--- src/sv/muscl_slope_limiter_macros.svh ---
// Assertion macros shared by the slope limiter RTL.
// No dependencies; included by the files that check their own logic.
`ifndef MUSCL_SLOPE_LIMITER_MACROS_SVH
`define MUSCL_SLOPE_LIMITER_MACROS_SVH

// Same-cycle implication, disabled while reset is asserted.
`define MSL_ASSERT_IMPLY(name, clock, resetn, ante, cons, msg) \
    name: assert property (@(posedge clock) disable iff (!resetn) (ante) |-> (cons)) \
        else $error(msg);

// Next-cycle implication, disabled while reset is asserted.
`define MSL_ASSERT_NEXT(name, clock, resetn, ante, cons, msg) \
    name: assert property (@(posedge clock) disable iff (!resetn) (ante) |=> (cons)) \
        else $error(msg);

`endif

--- src/sv/msl_pkg.sv ---
// Types and constants of the MUSCL slope limiter.
// No dependencies; used by the interfaces and every module of the block.
`default_nettype none

package msl_pkg;

    localparam int SLOPE_W    = 32;
    localparam int DIFF_W     = SLOPE_W + 1;
    localparam int OMEGA_W    = 16;
    localparam int OMEGA_ONE  = 16384;
    localparam int TOL_W      = 16;
    localparam int IDX_W      = 2;
    localparam int COEF_W     = 16;
    localparam int PSLOPE_W   = DIFF_W + COEF_W + 1;
    localparam int DNUM_W     = PSLOPE_W + 1;
    localparam int SLOPE_SHIFT = 15;
    localparam int DMAG_W     = 33;
    localparam int NORM_BITS  = 22;
    localparam int SHIFT_W    = 4;
    localparam int OP_W       = NORM_BITS;
    localparam int SUM_W      = OP_W + 1;
    localparam int WPROD_W    = COEF_W + OP_W;
    localparam int CAPDEN_W   = WPROD_W + 1;
    localparam int SQ_W       = 2 * OP_W;
    localparam int AAB_W      = OP_W + SUM_W;
    localparam int XI_FRAC    = 16;
    localparam int NUM_W      = 61;
    localparam int DEN_W      = 45;
    localparam int QUO_W      = 18;
    localparam int CMP_W      = DEN_W + QUO_W;
    localparam int DIV_STAGES = QUO_W + 1;
    localparam int CAP_SHIFT  = 31;
    localparam int PM_W       = DMAG_W + QUO_W;
    localparam int PMSH_W     = PM_W - XI_FRAC;

    localparam logic [QUO_W-1:0] XI_TWO = QUO_W'(2) << XI_FRAC;

    typedef enum logic [1:0]
    {
        LIM_SUPERBEE,
        LIM_VAN_LEER,
        LIM_VAN_ALBADA,
        LIM_MINBEE
    } limiter_t;

    typedef enum logic [IDX_W-1:0]
    {
        REG_OMEGA     = 2'd0,
        REG_LIMITER   = 2'd1,
        REG_TOLERANCE = 2'd2
    } reg_index_t;

    typedef struct packed
    {
        logic signed [OMEGA_W-1:0] omega;
        limiter_t                  limiter;
        logic [TOL_W-1:0]          tol;
    } cfg_t;

    // Per-item data that travels beside the dividers.
    typedef struct packed
    {
        logic              opp;
        logic              use_cap;
        logic              dneg;
        logic [DMAG_W-1:0] dmag;
    } side_t;

endpackage

`default_nettype wire

--- src/sv/msl_divider.sv ---
// Pipelined restoring divider, one quotient bit per stage, quotient saturated.
// Depends on msl_pkg for the operand and quotient widths.
`default_nettype none

module msl_divider
(
    input  wire                          clk,
    input  wire                          ce,
    input  wire [msl_pkg::NUM_W-1:0]     num,
    input  wire [msl_pkg::DEN_W-1:0]     den,
    output logic [msl_pkg::QUO_W-1:0]    quo
);
    import msl_pkg::*;

    typedef struct packed
    {
        logic             sat;
        logic [NUM_W-1:0] rem;
        logic [DEN_W-1:0] den;
        logic [QUO_W-1:0] quo;
    } div_stage_t;

    div_stage_t stage_reg [0:QUO_W];
    div_stage_t stage_next [0:QUO_W];

    // First stage flags a quotient that does not fit; a zero divisor lands here too.
    always_comb
    begin
        stage_next[0].sat = CMP_W'(num) >= {den, QUO_W'(0)};
        stage_next[0].rem = num;
        stage_next[0].den = den;
        stage_next[0].quo = '0;
    end

    for (genvar k = 1; k <= QUO_W; k++)
    begin : g_bit
        localparam int BIT = QUO_W - k;
        logic [CMP_W-1:0] trial;
        logic             fits;

        always_comb
        begin
            trial = CMP_W'(stage_reg[k-1].den) << BIT;
            fits = !stage_reg[k-1].sat && (CMP_W'(stage_reg[k-1].rem) >= trial);
            stage_next[k] = stage_reg[k-1];
            if (fits)
            begin
                stage_next[k].rem = NUM_W'(CMP_W'(stage_reg[k-1].rem) - trial);
                stage_next[k].quo[BIT] = 1'b1;
            end
        end
    end

    for (genvar k = 0; k <= QUO_W; k++)
    begin : g_stage
        always_ff @(posedge clk)
        begin
            if (ce)
                stage_reg[k] <= stage_next[k];
        end
    end

    assign quo = stage_reg[QUO_W].sat ? '1 : stage_reg[QUO_W].quo;

endmodule

`default_nettype wire

--- config.mk ---
export PLATFORM = sky130hd
export DESIGN_NAME = msl_divider
export DESIGN_NICKNAME = d
export VERILOG_FILES = /design/src/sv/muscl_slope_limiter_macros.svh /design/src/sv/msl_pkg.sv /design/src/sv/msl_divider.sv
export SDC_FILE = /design/constraint.sdc
export NUM_CORES = 2
export LEC_CHECK = 0
export ABC_CLOCK_PERIOD_IN_PS = 4000
export BUFFER_PORTS_ARGS = -buffer_cell sky130_fd_sc_hd__buf_2
export CORE_MARGIN = 2
export CORE_UTILIZATION = 58
export CTS_BUF_LIST = sky130_fd_sc_hd__clkbuf_4 sky130_fd_sc_hd__clkbuf_8 sky130_fd_sc_hd__clkbuf_16
export CTS_CLUSTER_DIAMETER = 80
export DETAILED_ROUTE_END_ITERATION = 10
export PLACE_DENSITY = 0.85
export SYNTH_ARGS = -nofsm -noshare
export SYNTH_HDL_FRONTEND = slang
export SYNTH_SLANG_ARGS = --single-unit
--- constraint.sdc ---
create_clock -name clk -period 4 [get_ports clk]
set_clock_uncertainty 0.2 [all_clocks]
set_input_delay 0.4 -clock clk [delete_from_list [all_inputs] [get_ports clk]]
set_output_delay 0.4 -clock clk [all_outputs]
set_load 0.03 [all_outputs]
==> run_results.csv <==
group,metric,value,unit
setup_path,crit_cells,16,
global_routing,grt_max_degree,121,
sta,rsz0062_at_grt,"true",
sta,setup_violations,379,
sta,slew_headroom,37.0,%
global_routing,antenna_found_initial,6,
drt,post_drt_via_cell_ratio,6.01,
drt,via_count,99300,
setup_path,r2r_cells,16,
floorplanning,io_pins,126,
global_routing,grt.overflow.total,0,
cts,cts_buffers,223,
synth,synth-edff-count,2098,
cells_and_area,final_util,76.1,%
flow_run,cap_violations,0,
synth,syn_area,0.121,mm^2
run_status,violations,"setup timing",
synth,synth_top_flop_cell,"edfxtp_1",
synth,synth_top_cells_by_area,"edfxtp_1 52%, ha_1 8.8%, o21ai_0 3.7%, a21oi_1 3.6%, nand2_1 3.5%",
setup_path,critPathKind,"register to register",
power_and_ir_drop,vdd_drop_max,0.000634,V
synth,syn_nets,12200,
cells_and_area,final_cell_mix,"2098 x edfxtp_1, 2025 x buf_4, 1001 x inv_1, 963 x nand2_1, 798 x a21oi_1",
global_routing,grt_pass1_wl,553000,um
setup_path,crit_path_end,"stage_reg[17][117]$_DFFE_PP_",
sta,fmax,215,MHz
setup_path,critPathSlowestCell,"a221oi_2",
setup_path,regToRegStartpoint,"stage_reg[16][81]$_DFFE_PP_",
cts,h-tree-depth,4,
sta,worst_pin_slew,945,ps
sta,worst_slack,-644,ps
cells_and_area,layout-drive-gt1-share,27.9,%
sta,hold_ws,61.4,ps
worst_hold_path,whs_path_depth,2,
cells_and_area,area_growth,30.7,%
worst_hold_path,hold_start,"den[41]",
setup_path,path_buf_inv,3,
setup_path,critPathRequiredTime,4390,ps
setup_path,crit_chain,"ha_2, a211oi_2, nor2_1, or3_1, a221oi_2, o221a_4, a211oi_4, a211oi_2, buf_4, o21ai_4, buf_6, buf_6, a31oi_4, o21ai_4, nor4_2, xor2_1",
run_status,status,"finished with violations",
drt,drt_iter0_drc,8394,
setup_path,critPathCaptureType,"register",
setup_path,critical-path-top-delay-family,"compound AO/OA/AOI/OAI gates",
cts,clkTransAtPathRegs,60,ps
floorplanning,core-area,0.207,mm^2
drt,wire_per_inst,23.2,um
drt,drc,0,
global_routing,grt_use_total,33.7,%
synth,synthCells,11200,
cts,clock_sinks,2098,
synth,synth.distinct_cells,98,
floorplanning,placementRows,167,
sta,period_minus_slack,4640,ps
sta,finalHoldViolCount,0,
cells_and_area,multiInputGateArea,0.0579,mm^2
cts,tritoncts,"done",
drt,drt_pass1_iterations,9,
power_and_ir_drop,power.density,503,mW/mm^2
setup_path,startpoint,"stage_reg[16][81]$_DFFE_PP_",
power_and_ir_drop,p_leak,67.7,nW
cells_and_area,regArea,0.0630,mm^2
synth,postSynthAreaPerCell,10.7,um^2
place,portBuffers,125,
floorplanning,die-area,0.211,mm^2
synth,ys_async_sr_fraction,0,%
place,place_hpwl,260000,um
place,gp_congestion,1.09,
synth,synth_top_area_share,52.3,%
synth,seq_area_frac_synth,52.3,%
cells_and_area,nNetsFinal,14600,
setup_path,r2r_end,"stage_reg[17][117]$_DFFE_PP_",
cells_and_area,final_common_cell,"edfxtp_1",
drt,wl,384000,um
floorplanning,fp.dieW,460,um
setup_path,crit_fanout,4,
cells_and_area,n_fill_cell,12600,
global_routing,grt_pass1_vias,102000,
synth,ys_ff_latch,2098,
drt,ant_nets,0,
synth,synth_warnings,0,
cts,cts_max_path_buffers,3,
synth,yosysTopAreaCell,"edfxtp_1",
cts,cts_root_buf,"clkbuf_16",
setup_path,slowest_delay,580,ps
cts,clock_latency,880,ps
setup_path,rrSetupSlack,-640,ps
cells_and_area,largest_register_ffs,2098,
worst_hold_path,hold_path.class,"input port to register",
floorplanning,fp.dieH,460,um
setup_path,start_kind,"register",
setup_path,crit_arrival,5030,ps
sta,period_share,116,%
floorplanning,initial_utilization,58.3,%
sta,drv_slew,0,
==> worst register-to-register path, stage by stage, from the launching register on <==
cell	delay, ps
edfxtp_1	520
ha_2	260
a211oi_2	280
nor2_1	100
or3_1	340
a221oi_2	580
o221a_4	380
a211oi_4	110
a211oi_2	330
buf_4	190
o21ai_4	80
buf_6	160
buf_6	110
a31oi_4	240
o21ai_4	150
nor4_2	210
xor2_1	120
==> synthesized netlist by cell type (59+ instances only) <==
cell and number:
o21ai_0 884, xor2_1 366, xnor2_1 436, nor3_1 132, a21o_1 504, nor2_1 440
o21bai_1 107, ha_1 852, o21a_1 97, nand4_1 199, nand2b_1 123, and3_1 78
nor4_1 110, nand3_1 193, o21ai_1 107, inv_1 1039, nand2_1 1116, edfxtp_1 2098
o211ai_1 60, a211oi_1 67, nor2b_1 118, a21oi_1 860, mux2_2 123, o31ai_1 59
clkbuf_1 315, a31oi_1 89
==> report_power, final <==
part	switching [W]	total [W]	leakage (nW)	internal [W]
combinational	0.0154	0.0285	43.3	0.0131
clock	0.00916	0.0216	3.73	0.0124
sequential	0.00171	0.0292	20.6	0.0275
==> logic make-up after synthesis <==
group	after synthesis	share of synthesized area, %
AO/OA/AOI/OAI	3156	16.1
AND/OR/NAND/NOR	2765	11.0
flip-flops	2098	52.3
buffers and inverters	1405	4.43
adder cells (fa/ha/maj)	869	9.13
XOR/XNOR	802	5.83
multiplexers	130	1.21
==> how the worst min path moves through the flow <==
stage                     slack (ps)                           to
after floorplan                  200  stage_reg[10][10]$_DFFE_PP_
after global placement           200   stage_reg[17][6]$_DFFE_PP_
after detailed placement         200  stage_reg[10][14]$_DFFE_PP_
after CTS                          1   stage_reg[0][59]$_DFFE_PP_
after global routing              40   stage_reg[0][59]$_DFFE_PP_
final                             60   stage_reg[0][59]$_DFFE_PP_
==> layout make-up <==
cell class | instances | share of cell area, %
Sequential cell | 2098 | 40.0
Antenna cell | 9 | 0.0143
Clock buffer | 258 | 3.72
Timing Repair Buffer | 2525 | 13.7
Multi-Input combinational cell | 7722 | 36.7
Inverter | 1042 | 2.51
Tap cell | 2704 | 2.15
Clock inverter | 164 | 1.16
==> timing repair <==
| item | in CTS | in global routing |
|---|---|---|
| setup endpoints to repair | 794 | 767 |
| hold buffers | 116 | 0 |
| buffers inserted | 146 | 188 |
| hold endpoints to repair | 180 | 0 |
| gates resized for setup | 687 | 903 |
| cloned | 29 | 34 |
| pin swaps | 270 | 385 |
==> metrics by stage <==
step | instance area [um^2] | total power, W | instances | worst slack [ps] | TNS [ps]
floorplan | 121000 | 0.0432 | 11200 | 1.38 | 0
global placement | 139000 | 0.0527 | 15600 | -636 | -189580
detailed placement | 139000 | 0.0535 | 15600 | -684 | -241410
CTS | 152000 | 0.0767 | 16300 | -356 | -35520
global route | 158000 | 0.0825 | 16500 | -654 | -107070
finish | 158000 | 0.0793 | 16500 | -644 | -76060
==> layer usage <==
layer	track usage [%]	part of all wire (%)	up-vias
li1	-	-	46000
met5	0	0	-
met1	30.4	31	47100
met2	65.8	53	4363
met3	3.74	4.4	1822
met4	29.4	11	0
(Power assumes the default switching activity.)
